### src/hw/rtl/msp_pkg.sv
// shared types, constants and helpers for the midi stream parser
package msp_pkg;

   localparam int SYSEX_DEPTH = 32;
   localparam int SX_CNT_W    = $clog2(SYSEX_DEPTH + 1);
   localparam int SX_IDX_W    = (SYSEX_DEPTH > 1) ? $clog2(SYSEX_DEPTH) : 1;

   localparam logic [7:0] BYTE_SOX     = 8'hf0;
   localparam logic [7:0] BYTE_EOX     = 8'hf7;
   localparam logic [7:0] RT_MASK      = 8'hf8;
   localparam logic [7:0] SYS_MASK     = 8'hf0;
   localparam logic [3:0] LOW_NIBBLE_MASK = 4'hf;

   // parser state codes
   localparam logic [3:0] PS_IDLE   = 4'd0;
   localparam logic [3:0] PS_FIRST  = 4'd1;
   localparam logic [3:0] PS_SECOND = 4'd8;
   localparam logic [3:0] PS_SYSEX  = 4'd15;

   localparam logic [3:0] KIND_RT_BASE = 4'd7;
   localparam logic [3:0] KIND_SYSEX   = 4'd15;

   typedef enum logic [2:0] {
      ST_RUN   = 3'b001,
      ST_FETCH = 3'b010,
      ST_LOAD  = 3'b100
   } ctrl_state_type;

   typedef struct packed {
      logic accept;
      logic drain_start;
      logic load_sysex;
   } dp_cmd_type;

   typedef struct packed {
      logic out_free;
      logic eox_nonempty;
      logic sysex_last;
   } dp_status_type;

   function automatic logic two_byte_kind(input logic [2:0] kind);
      return (kind <= 3'd3) || (kind == 3'd6);
   endfunction

endpackage

### src/hw/rtl/msp_ctrl.sv
// controller state machine: byte intake and sysex dump sequencing
module msp_ctrl (
   input  logic                  clock,
   input  logic                  reset,
   input  logic                  req_valid,
   output logic                  req_stall,
   input  msp_pkg::dp_status_type status,
   output msp_pkg::dp_cmd_type   cmd
);

   msp_pkg::ctrl_state_type state_ff, state_in;

   always_comb begin
      state_in        = state_ff;
      cmd.accept      = 1'b0;
      cmd.drain_start = 1'b0;
      cmd.load_sysex  = 1'b0;
      case (state_ff)
         msp_pkg::ST_RUN: begin
            cmd.accept = req_valid && status.out_free;
            if (cmd.accept && status.eox_nonempty) begin
               cmd.drain_start = 1'b1;
               state_in        = msp_pkg::ST_FETCH;
            end
         end
         msp_pkg::ST_FETCH: begin
            state_in = msp_pkg::ST_LOAD;
         end
         msp_pkg::ST_LOAD: begin
            if (status.out_free) begin
               cmd.load_sysex = 1'b1;
               state_in = status.sysex_last ? msp_pkg::ST_RUN : msp_pkg::ST_FETCH;
            end
         end
         default: begin
            state_in = msp_pkg::ST_RUN;
         end
      endcase
   end

   assign req_stall = !((state_ff == msp_pkg::ST_RUN) && status.out_free);

   always_ff @(posedge clock) begin
      if (reset) begin
         state_ff <= msp_pkg::ST_RUN;
      end else begin
         state_ff <= state_in;
      end
   end

   a_onehot_state: assert property (@(posedge clock) disable iff (reset)
      $onehot(state_ff))
      else $error("controller state not one-hot");

   a_drain_enters_fetch: assert property (@(posedge clock) disable iff (reset)
      cmd.drain_start |=> (state_ff == msp_pkg::ST_FETCH) && !cmd.accept)
      else $error("sysex dump did not block intake");

   a_load_only_after_fetch: assert property (@(posedge clock) disable iff (reset)
      cmd.load_sysex |-> $past(state_ff) == msp_pkg::ST_FETCH
                         || $past(state_ff) == msp_pkg::ST_LOAD)
      else $error("sysex word loaded without a fetch");

endmodule

### src/hw/rtl/msp_datapath.sv
// parser datapath: decode, running status, sysex buffer and result register
module msp_datapath (
   input  logic                  clock,
   input  logic                  reset,
   input  msp_pkg::dp_cmd_type   cmd,
   output msp_pkg::dp_status_type status,
   input  logic [7:0]            req_rx_byte,
   output logic                  rsp_valid,
   input  logic                  rsp_stall,
   output logic [3:0]            rsp_event_kind,
   output logic [3:0]            rsp_channel,
   output logic [6:0]            rsp_first_data,
   output logic [6:0]            rsp_second_data,
   output logic                  rsp_last_of_run
);

   logic [3:0]                    pstate_ff, pstate_in;
   logic [3:0]                    chan_ff, chan_in;
   logic [6:0]                    held_ff, held_in;
   logic [msp_pkg::SX_CNT_W-1:0]  count_ff, count_in;
   logic [msp_pkg::SX_IDX_W-1:0]  rd_idx_ff, rd_idx_in;
   logic [6:0]                    sx_mem [msp_pkg::SYSEX_DEPTH];
   logic [6:0]                    mem_q_ff;
   logic                          mem_we;

   logic                          rsp_valid_ff, rsp_valid_in;
   logic [3:0]                    kind_ff, kind_in;
   logic [6:0]                    d1_ff, d1_in, d2_ff, d2_in;
   logic                          last_ff, last_in;

   logic                          res_valid;
   logic [3:0]                    res_kind;
   logic [6:0]                    res_d1, res_d2;
   logic [2:0]                    first_kind, second_kind;

   assign first_kind  = 3'(pstate_ff - msp_pkg::PS_FIRST);
   assign second_kind = 3'(pstate_ff - msp_pkg::PS_SECOND);

   // byte decode
   always_comb begin
      pstate_in = pstate_ff;
      chan_in   = chan_ff;
      held_in   = held_ff;
      count_in  = count_ff;
      mem_we    = 1'b0;
      res_valid = 1'b0;
      res_kind  = 4'd0;
      res_d1    = 7'd0;
      res_d2    = 7'd0;
      if ((req_rx_byte & msp_pkg::RT_MASK) == msp_pkg::RT_MASK) begin
         res_valid = 1'b1;
         res_kind  = 4'(msp_pkg::KIND_RT_BASE + {1'b0, req_rx_byte[2:0]});
      end else if ((req_rx_byte & msp_pkg::SYS_MASK) == msp_pkg::SYS_MASK) begin
         if (req_rx_byte == msp_pkg::BYTE_SOX) begin
            count_in  = '0;
            pstate_in = msp_pkg::PS_SYSEX;
         end else if (req_rx_byte == msp_pkg::BYTE_EOX) begin
            pstate_in = msp_pkg::PS_IDLE;
         end
      end else if (req_rx_byte[7]) begin
         chan_in = req_rx_byte[3:0] & msp_pkg::LOW_NIBBLE_MASK;
         if (pstate_ff == msp_pkg::PS_SYSEX) begin
            count_in = '0;
         end
         pstate_in = 4'(msp_pkg::PS_FIRST + {1'b0, req_rx_byte[6:4]});
      end else if (pstate_ff == msp_pkg::PS_SYSEX) begin
         if (count_ff < msp_pkg::SX_CNT_W'(msp_pkg::SYSEX_DEPTH)) begin
            mem_we   = 1'b1;
            count_in = msp_pkg::SX_CNT_W'(count_ff + 1'b1);
         end else begin
            count_in  = '0;
            pstate_in = msp_pkg::PS_IDLE;
         end
      end else if (pstate_ff >= msp_pkg::PS_FIRST && pstate_ff < msp_pkg::PS_SECOND) begin
         if (msp_pkg::two_byte_kind(first_kind)) begin
            held_in   = req_rx_byte[6:0];
            pstate_in = 4'(msp_pkg::PS_SECOND + {1'b0, first_kind});
         end else begin
            res_valid = 1'b1;
            res_kind  = {1'b0, first_kind};
            res_d1    = req_rx_byte[6:0];
            held_in   = 7'd0;
         end
      end else if (pstate_ff >= msp_pkg::PS_SECOND && pstate_ff < msp_pkg::PS_SYSEX) begin
         held_in = 7'd0;
         if (msp_pkg::two_byte_kind(second_kind)) begin
            res_valid = 1'b1;
            res_kind  = {1'b0, second_kind};
            res_d1    = held_ff;
            res_d2    = req_rx_byte[6:0];
            pstate_in = 4'(msp_pkg::PS_FIRST + {1'b0, second_kind});
         end else begin
            pstate_in = msp_pkg::PS_IDLE;
         end
      end else begin
         held_in = 7'd0;
      end
   end

   assign status.out_free     = !rsp_valid_ff || !rsp_stall;
   assign status.eox_nonempty = (req_rx_byte == msp_pkg::BYTE_EOX) && (count_ff != '0);
   assign status.sysex_last   =
      (msp_pkg::SX_CNT_W'(rd_idx_ff) + msp_pkg::SX_CNT_W'(1)) == count_ff;

   always_comb begin
      rd_idx_in = rd_idx_ff;
      if (cmd.drain_start) begin
         rd_idx_in = '0;
      end else if (cmd.load_sysex) begin
         rd_idx_in = msp_pkg::SX_IDX_W'(rd_idx_ff + 1'b1);
      end
   end

   // result register
   always_comb begin
      rsp_valid_in = rsp_valid_ff && rsp_stall;
      kind_in      = kind_ff;
      d1_in        = d1_ff;
      d2_in        = d2_ff;
      last_in      = last_ff;
      if (cmd.load_sysex) begin
         rsp_valid_in = 1'b1;
         kind_in      = msp_pkg::KIND_SYSEX;
         d1_in        = mem_q_ff;
         d2_in        = 7'd0;
         last_in      = status.sysex_last;
      end else if (cmd.accept && res_valid) begin
         rsp_valid_in = 1'b1;
         kind_in      = res_kind;
         d1_in        = res_d1;
         d2_in        = res_d2;
         last_in      = 1'b1;
      end
   end

   always_ff @(posedge clock) begin
      if (reset) begin
         pstate_ff    <= msp_pkg::PS_IDLE;
         chan_ff      <= 4'd0;
         held_ff      <= 7'd0;
         count_ff     <= '0;
         rd_idx_ff    <= '0;
         rsp_valid_ff <= 1'b0;
      end else begin
         if (cmd.accept) begin
            pstate_ff <= pstate_in;
            chan_ff   <= chan_in;
            held_ff   <= held_in;
            count_ff  <= count_in;
         end
         rd_idx_ff    <= rd_idx_in;
         rsp_valid_ff <= rsp_valid_in;
      end
   end

   always_ff @(posedge clock) begin
      kind_ff <= kind_in;
      d1_ff   <= d1_in;
      d2_ff   <= d2_in;
      last_ff <= last_in;
   end

   // sysex buffer
   always_ff @(posedge clock) begin
      if (cmd.accept && mem_we) begin
         sx_mem[count_ff[msp_pkg::SX_IDX_W-1:0]] <= req_rx_byte[6:0];
      end
      mem_q_ff <= sx_mem[rd_idx_ff];
   end

   assign rsp_valid       = rsp_valid_ff;
   assign rsp_event_kind  = kind_ff;
   assign rsp_channel     = chan_ff;
   assign rsp_first_data  = d1_ff;
   assign rsp_second_data = d2_ff;
   assign rsp_last_of_run = last_ff;

   a_count_bound: assert property (@(posedge clock) disable iff (reset)
      count_ff <= msp_pkg::SX_CNT_W'(msp_pkg::SYSEX_DEPTH))
      else $error("sysex count beyond buffer depth");

   a_read_in_range: assert property (@(posedge clock) disable iff (reset)
      cmd.load_sysex |-> msp_pkg::SX_CNT_W'(rd_idx_ff) < count_ff)
      else $error("sysex read past written entries");

   a_no_dead_state: assert property (@(posedge clock) disable iff (reset)
      pstate_ff != 4'd12 && pstate_ff != 4'd13)
      else $error("parser reached second-byte state of a one-byte kind");

   a_no_overwrite: assert property (@(posedge clock) disable iff (reset)
      rsp_valid_ff && rsp_stall |-> !cmd.accept && !cmd.load_sysex)
      else $error("result register overwritten while stalled");

endmodule

### src/hw/rtl/midi_stream_parser_top.sv
// midi stream parser top level: controller and datapath
// a result is loaded into the output register at the edge that takes its byte
// throughput: one byte per cycle when the output is free; an F7 with n buffered sysex bytes
//   holds off input during the dump: per word a fetch state, then a load state that waits out stalls
// reset: synchronous, clears parser state, channel, held byte, sysex count and
//   the output valid; the sysex buffer is not cleared and needs no clearing pass
module midi_stream_parser_top (
   input  logic       clock,
   input  logic       reset,
   input  logic       req_valid,
   output logic       req_stall,
   input  logic [7:0] req_rx_byte,
   output logic       rsp_valid,
   input  logic       rsp_stall,
   output logic [3:0] rsp_event_kind,
   output logic [3:0] rsp_channel,
   output logic [6:0] rsp_first_data,
   output logic [6:0] rsp_second_data,
   output logic       rsp_last_of_run
);

   msp_pkg::dp_cmd_type    cmd;
   msp_pkg::dp_status_type status;

   msp_ctrl u_ctrl (
      .clock     (clock),
      .reset     (reset),
      .req_valid (req_valid),
      .req_stall (req_stall),
      .status    (status),
      .cmd       (cmd)
   );

   msp_datapath u_datapath (
      .clock           (clock),
      .reset           (reset),
      .cmd             (cmd),
      .status          (status),
      .req_rx_byte     (req_rx_byte),
      .rsp_valid       (rsp_valid),
      .rsp_stall       (rsp_stall),
      .rsp_event_kind  (rsp_event_kind),
      .rsp_channel     (rsp_channel),
      .rsp_first_data  (rsp_first_data),
      .rsp_second_data (rsp_second_data),
      .rsp_last_of_run (rsp_last_of_run)
   );

endmodule
### config.mk
export PLATFORM = sky130hd
export DESIGN_NAME = midi_stream_parser_top
export DESIGN_NICKNAME = d
export VERILOG_FILES = /design/src/hw/rtl/msp_pkg.sv /design/src/hw/rtl/msp_ctrl.sv /design/src/hw/rtl/msp_datapath.sv /design/src/hw/rtl/midi_stream_parser_top.sv
export SDC_FILE = /design/constraint.sdc
export NUM_CORES = 1
export LEC_CHECK = 0
export BUFFER_PORTS_ARGS = -buffer_cell sky130_fd_sc_hd__buf_2
export CELL_PAD_IN_SITES_DETAIL_PLACEMENT = 1
export CELL_PAD_IN_SITES_GLOBAL_PLACEMENT = 1
export CORE_MARGIN = 2
export CORE_UTILIZATION = 35
export CTS_CLUSTER_DIAMETER = 200
export DETAILED_ROUTE_END_ITERATION = 10
export HOLD_SLACK_MARGIN = 0.02
export PLACE_DENSITY_LB_ADDON = 0.1
export SYNTH_ARGS = -nofsm -noshare
export SYNTH_HDL_FRONTEND = slang
export SYNTH_HIERARCHICAL = 1
export SYNTH_SLANG_ARGS = --single-unit
export TNS_END_PERCENT = 20
### constraint.sdc
create_clock -name clock -period 4.5 [get_ports clock]
set_clock_uncertainty 0.05 [all_clocks]
set_input_delay 0 -clock clock [delete_from_list [all_inputs] [get_ports clock]]
set_output_delay 0 -clock clock [all_outputs]
set_load 0.01 [all_outputs]
==> results of run 1 <==
## repair_timing
item | in CTS | in global routing
buffers inserted | 0 | 0
endpoints found under the hold margin | 30 | 0
hold buffers | 7 | 0
## report_power, final
part	switching, W	internal, W
clock	0.00103	0.00154
sequential	0.0000285	0.00285
combinational	0.000232	0.000123
## worst min path at each step
stage / from / endpoint / slack [ps]
3_3_place_gp: req_valid / u_ctrl/state_ff[0] / 320
6_report: req_rx_byte[0] / u_datapath/rsp_second_data[0] / 100
5_1_grt: req_rx_byte[2] / u_datapath/sx_mem[0][2] / 110
3_5_place_dp: req_valid / u_ctrl/state_ff[0] / 360
2_1_floorplan: reset / u_ctrl/state_ff[1] / 20
4_1_cts: req_rx_byte[2] / u_datapath/sx_mem[0][2] / 100
## Yosys cell counts (7+ instances only)
cell        n
mux2_2      7
mux2i_1     7
o21ai_0    15
ha_1       14
mux4_2     70
nand2b_1    9
dfxtp_1    48
nor2_1     55
edfxtp_1  232
nand3_1    24
nand2_1    26
inv_1      14
a21oi_1    22
a22o_1     14
clkbuf_1   26
nor3_1     15
## worst min-delay path: cells and delay by family
family	cells	cell delay, ps
compound gates	1	60
simple gates	1	180
buf+inv	1	350
## cells by family after synthesis
logic type | after synthesis | share of synthesized area
AND/OR/NAND/NOR | 166 | 0.0735
XOR/XNOR | 8 | 0.00604
adder cells (fa/ha/maj) | 14 | 0.0151
buffers and inverters | 55 | 0.0201
AO/OA/AOI/OAI | 89 | 0.0534
multiplexers | 84 | 0.149
flip-flops | 280 | 0.683
## registers in the layout, summed over array words and instances (netlist names)
name and cells:
u_datapath/rsp_valid 1, u_datapath/held_ff 7, u_datapath/rsp_first_data 7, u_ctrl/state_ff 3, u_datapath/rsp_second_data 7, u_datapath/sx_mem 224, u_datapath/rsp_last_of_run 1, u_datapath/pstate_ff 4
u_datapath/mem_q_ff 7, u_datapath/rd_idx_ff 5, u_datapath/rsp_channel 4, u_datapath/rsp_event_kind 4, u_datapath/count_ff 6
## final cells by class
type                            count  share of cell area
Tap cell                          442              0.0413
Clock buffer                       43              0.0677
Inverter                           14             0.00392
Multi-Input combinational cell    361               0.258
Timing Repair Buffer               56              0.0269
Clock inverter                     17              0.0101
Sequential cell                   280               0.592
## metal layers
| metal | up-vias | global-route usage | share of wire |
|---|---|---|---|
| li1 | 2891 | - | - |
| met5 | - | 0 | 0 |
| met1 | 3356 | 0.252 | 0.47 |
| met4 | 0 | 0.0491 | 0.021 |
| met3 | 43 | 0.0264 | 0.042 |
| met2 | 155 | 0.276 | 0.47 |
## metrics by stage
step                      instances   util
after floorplan                 696      -
after global placement         1146  0.376
after detailed placement       1146  0.376
after CTS                      1213  0.410
after global routing           1213  0.410
final                          1213  0.410
==> metrics list, run 1 <==
* Crit-path cells: inv_1 > ha_1 > ha_1 > nor4_1 > o221a_2 > a211oi_1 > nand2b_1 > nand2_1
* Number of cells on the critical path: 8
- Starting density of the core: 0.356
- The worst hold path was traced through 3 stages.
- The share of the Yosys chip area taken by registers is 0.683.
- After routing, the total negative slack on setup checks comes to 0 ps.
- Mean Syn Cell Area: approximately 17 um2
- Unrepaired setup endpoints after global routing: no
* Post-synth EDFFs: around 230
- The run finished with clean final reports.
* Maximum single-stage delay on the critical path: 500 ps
- Number of hold-slack violations in the final timing report: 0
- The number of slew-limit violations in the final report came to 0.
- The worst hold path belongs to the class primary input to flip-flop.
- Via count of the first global-routing pass: around 6.8k
* Final Setup Violations: 0
* Total clock buffers created by CTS: 34
- Synthesis produced a netlist whose cell count is a little under 700.
* Slowest stage cell, crit path: nor4_1
- From left edge to right edge, the die measures 186 um.
- Fraction of synthesis flops using an asynchronous set or reset pin: 0
* Final worst-path setup slack: roughly 1300 ps
- The die covers about 35000 um2.
* Leading cell types by total area after synthesis: edfxtp_1, mux4_2, dfxtp_1
- Time the worst path needs with I/O delays and setup: about 3200 ps
* Most instantiated flip-flop cell in the synthesis netlist: edfxtp_1
* Buf/Inv on CP: 1
- After routing the design area is between 10000 and 15000 um2.
- Arrival time of data at the critical path endpoint: roughly 3300 ps
- Worst slack at placement: 1300 ps
* Cell area reported after detailed placement: approximately 12000 um2
- Summing every instance area after synthesis gives between 10000 and 15000 um2.
- Number of synthesized register bits: 280
- After the first detailed-routing iteration, the DRC count stood at 531.
- The endpoint identified for the worst register-to-register timing path is u_datapath/rsp_first_data[4].
- The first global-routing pass estimated 44.4 mm of wire.
- Hold_ws: 99.0 ps
* Maximum number of pins on one net before global-route repair: 42
- For the worst-skew pair, the clock arrives at the later sink with an insertion delay of slightly above 500 ps.
- Antenna violations before repair: 0
- The worst setup path is captured at a flip-flop.
- 1st-pass router iterations: 5
- The design draws slightly below 0.006 W.
- The clock passes through at most 3 buffers.
- Measured against its own limit, the worst slew margin works out to 0.334.
* Number of remaining DRC errors: 0
* Fraction of final layout cells sized beyond drive strength 1: 0.236
- Number of nets in the finished design: 773
- R2R depth: 8
- After floorplanning, the core was divided into 66 placement rows.
- The netlist uses 55 different library cells.
* Port-buffer cells: 36
- From synthesis to final layout, the design area changed by 15.4%.
* Number of nets still failing antenna checks after routing: 0
- Static timing analysis puts the maximum clock frequency at between 300 and 400 MHz.
- Count of clock tree sinks: between 200 and 300
- RD Place Congestion: 0.803
* Startpoint Class: flip-flop
* Post-synth net total: between 700 and 800
- Gates resized during post-CTS repair numbered 0.
- Post-synth top area cell: edfxtp_1
- Antenna diodes: 0
- For this block, the routed nets add up to 28.7 mm of wire.
* H-Tree Level Count: 2
* Leakage power total: 4.24 nW
- For the pin with the worst max-slew slack, the measured transition is between 900 and 1000 ps.
* Register Area: between 7000 and 8000 um2
- Crit path launch: u_datapath/pstate_ff[0]
* Global-route usage over all layers: 0.175
- Critical R2R Launch: u_datapath/pstate_ff[0]
- Leading cell type in the layout, fill and taps excluded: edfxtp_1
- Slack of the worst reg-to-reg path: approximately 1300 ps
* Final HPWL DP: 18.8 mm
* Die boundary height: between 150 and 200 um
- Period utilisation layout: 0.715
* Global route total overflow: 0
- Startpoint-to-endpoint class of the critical path: flip-flop to flip-flop
- VDD sags by at most about 0.00024 V.
- Top-Level Pins: 37
* Critical path's most frequent cell: ha_1
* Cell chosen for the clock root: clkbuf_16
* Warnings from Yosys: 6
- The layout has 3198 filler cells.
- Dividing the detail-routed via count by the number of cells gives around 5.3.
* Power density relative to cell area: about 430 nW/um2
- The critical path ends at u_datapath/rsp_first_data[4].
* Worst EP required: 4620 ps
- TritonCTS built the clock tree.
* CP top delay family: simple AND/OR/NAND/NOR gates
- After floorplanning, the core was sized to cover around 33000 um2.
- CTS clock-pin slew for the worst setup and hold paths: about 50 ps
- Max-cap violations in this run came to 0.
- The detailed router placed ~6.4k vias in this run.
- Commonest non-fill, non-tap cells in the layout: edfxtp_1, mux4_2, nor2_1
* Routed length per placed instance: approximately 24 um
- Of the post-synthesis cell area, the dominant cell type holds 0.600.
- Of all nets on the critical path, the largest fanout is 11.
- The multi-input combinational cells in the finished layout cover a total of approximately 3400 um2.
(Power assumes the default switching activity.)
==> inputs of run 2 (changes only) <==
- clock period: 4.5 -> 2.85 ns (I/O delays scaled with it)
==> run 2 against run 1 <==
  * Wire length rose by 4.0%
  * Sequential power rose by 58%
  * Flip-flop and latch count did not move
  * Non-clock buffer count rose by 55
  * Highest routed layer unchanged
==> metrics list, run 2 (synthesized netlist as in run 1, its figures left out) <==
- Fraction of final layout cells sized beyond drive strength 1: 0.279
- Layer carrying the most global-route usage: met2
- The initial utilization of the core area, before any placement, comes to 0.356.
- Highest attainable clock frequency: roughly 380 MHz
- For the worst setup path, the data arrival time is approximately 3000 ps.
* Top-Level Pins: 37
- Dividing the final minimum period by the clock period gives 0.922.
- Of the total power, combinational logic draws 0.065.
- By instance count, the cell type seen most on the critical path is ha_1.
* H-Tree Level Count: 1
- The analysis attributes to net switching a power of 0.00200 W.
- Summed over all layers, the routed wires come to around 30 mm.
- After detailed routing, the average wire length per cell comes to between 20 and 25 um.
- Critical R2R Launch: u_datapath/pstate_ff[1]
* Leading cell type in the layout, fill and taps excluded: edfxtp_1
* Maximum single-stage delay on the critical path: 410 ps
* Maximum number of pins on one net before global-route repair: 38
- In the routed design, unresolved DRC markers number 0.
* IR Drop Worst-Case VDD: 0.000436 V
* R2R depth: 8
- Width of the chip: ~190 um
- Counting the fill cells in the layout gives around 3.2k.
- The critical path is of the flip-flop to flip-flop type.
- The worst setup path is captured at a flip-flop.
- Clock tree synthesis inserted a total of 31 buffers.
- Max FFs per register: 224
* Setup repair bufs after CTS: 0
- Of the total power, the share spent switching nets is 0.220.
* Number of cells on the critical path: 8
- R2r endpoint: u_datapath/pstate_ff[1]
- Slack of the worst reg-to-reg path: 220 ps
- The initialized floorplan defines 66 standard-cell rows.
- For met3 alone, demand over resource in global routing was 0.0260.
- The flow ran to the end, and the final reports show no timing, DRC or antenna violations.
* Leakage power total: about 4.5 nW
- Unrepaired setup endpoints after global routing: yes
- The library cells used most frequently in the layout, excluding fill and tap cells, are edfxtp_1, mux4_2, buf_4.
- For this run, the total global-route usage over all layers was measured as 0.178.
* Final cell utilization of the core: 0.423
- CTS clock-pin slew for the worst setup and hold paths: approximately 60 ps
- The repair_antennas step left the layout with diodes totalling 0.
- Clock latency reported for the late side of the worst-skew pair: 550 ps
- The clock net in this run drives a total of between 200 and 300 sinks.
* Grt met1 use: 0.257
* Drt via density: 5.25
- Design internal power: around 0.0071 W
- CP top delay family: compound AO/OA/AOI/OAI gates
- Number of hold-slack violations in the final timing report: 0
- Number of nets in the finished design: a little over 800
- Summed over all nets, the half-perimeter wirelength after detailed placement is between 15 and 20 mm.
- At the end of routability-driven placement, the weighted congestion stood at between 0.8 and 0.9.
* Wire length of the first global-routing pass: between 40 and 50 mm
- Cell chosen for the clock root: clkbuf_16
* Path class of the lowest-slack min-delay path: primary input to flip-flop
- Part of the total power dissipated in the clock network: 0.433
- Part of the power in registers: 0.502
- Final Setup Violations: 0
- Placeable core region: 32600 um2
* Crit-path cells: inv_1 > ha_1 > ha_1 > nor3b_1 > o311ai_0 > nand4_1 > a311oi_1 > a211oi_1
* Crit path launch: u_datapath/pstate_ff[1]
- Time the worst path needs with I/O delays and setup: around 2600 ps
- Slowest stage cell, crit path: dfxtp_1
* Bufs on Longest Clock Path: 3
- Global route total overflow: 0
- The detail route stage leaves a number of antenna-violating nets equal to 0.
- The initial antenna violation count was 2.
- Synth-to-layout area growth: 18.8%
* Starting DRC count in detailed routing: 428
- The number of slew-limit violations in the final report is 0.
- Crit Path Max Fanout: 8
* Headroom to the max-slew limit: 0.398
- The critical path ends at u_datapath/pstate_ff[1].
- Startpoint Class: flip-flop
- Area of the multi-input gates: around 3500 um2
- The via count of the first global-routing pass was roughly 7.0k.
* Buf/Inv on CP: 1
* Die area: 34600 um2
- Die boundary height: between 150 and 200 um
- Met2 usage in global routing: 0.290
* Clock tree from TritonCTS: done
* Number of max-cap violations: 0
* Final worst-path setup slack: between 200 and 250 ps
* Routed via count: between 6k and 7k
* 1st-pass router iterations: 4
* Worst EP required: 3210 ps
- Port-buffer cells: 36
- Register Area: 7930 um2
- Power spread over the standard cell area amounts to around 660 nW/um2.
- Hold wc startpoint: req_rx_byte[1]
- At the placement stage, the worst setup path has a slack of approximately 63 ps.
* Slew at the pin closest to its max-slew limit: about 900 ps
[run 2: power by group through the flow]
stage / clock, W / combinational [W] / sequential, W
floorplan: 0 / 0.000283 / 0.00466
global placement: 0 / 0.000557 / 0.00463
detailed placement: 0 / 0.000575 / 0.00463
CTS: 0.00403 / 0.000588 / 0.00455
global route: 0.00420 / 0.000649 / 0.00456
finish: 0.00392 / 0.000590 / 0.00455
[run 2: worst min path at each step]
stage | end | depth (start not counted)
after floorplan | u_ctrl/state_ff[1] | 1
after global placement | u_ctrl/state_ff[0] | 4
after detailed placement | u_datapath/sx_mem[0][6] | 1
after CTS | u_datapath/held_ff[1] | 4
after global routing | u_datapath/held_ff[1] | 4
final | u_datapath/held_ff[1] | 4
[run 2: final cells by class]
class                   count  share of cell area
clock buffers              37              0.0579
well taps                 442              0.0401
repair buffers            111              0.0577
multi-input cells         361               0.251
clock inverters            20              0.0144
flip-flops and latches    280               0.575
inverters                  14             0.00381
[run 2: through the flow]
step / area (um2) / total power, W / hold slack, ps / TNS (ps) / instances
2_1_floorplan: 11600 / 0.00494 / 24.2 / 0 / 696
3_3_place_gp: 12700 / 0.00519 / 322 / 0 / 1197
3_5_place_dp: 12700 / 0.00521 / 358 / 0 / 1197
4_1_cts: 13800 / 0.00917 / 315 / 0 / 1265
5_1_grt: 13800 / 0.00940 / 362 / -14.0 / 1265
6_report: 13800 / 0.00906 / 335 / 0 / 1265
[run 2: what timing repair did]
item	in CTS	in global routing
endpoints found under the hold margin	66	0
resized for setup	0	2
setup endpoints to repair	0	9
hold buffers	11	0
[run 2: routing by layer]
metal | wire length (um) | vias to the layer above
met5 | 0 | -
met4 | 355 | 0
met3 | 1200 | 31
met2 | 14500 | 137
met1 | 13900 | 3480
li1 | - | 2989
[run 2: worst register-to-register path, stage by stage (launching register included)]
cell	delay, ps
dfxtp_1	410
inv_1	110
ha_1	230
ha_1	340
nor3b_1	180
o311ai_0	360
nand4_1	350
a311oi_1	360
a211oi_1	90
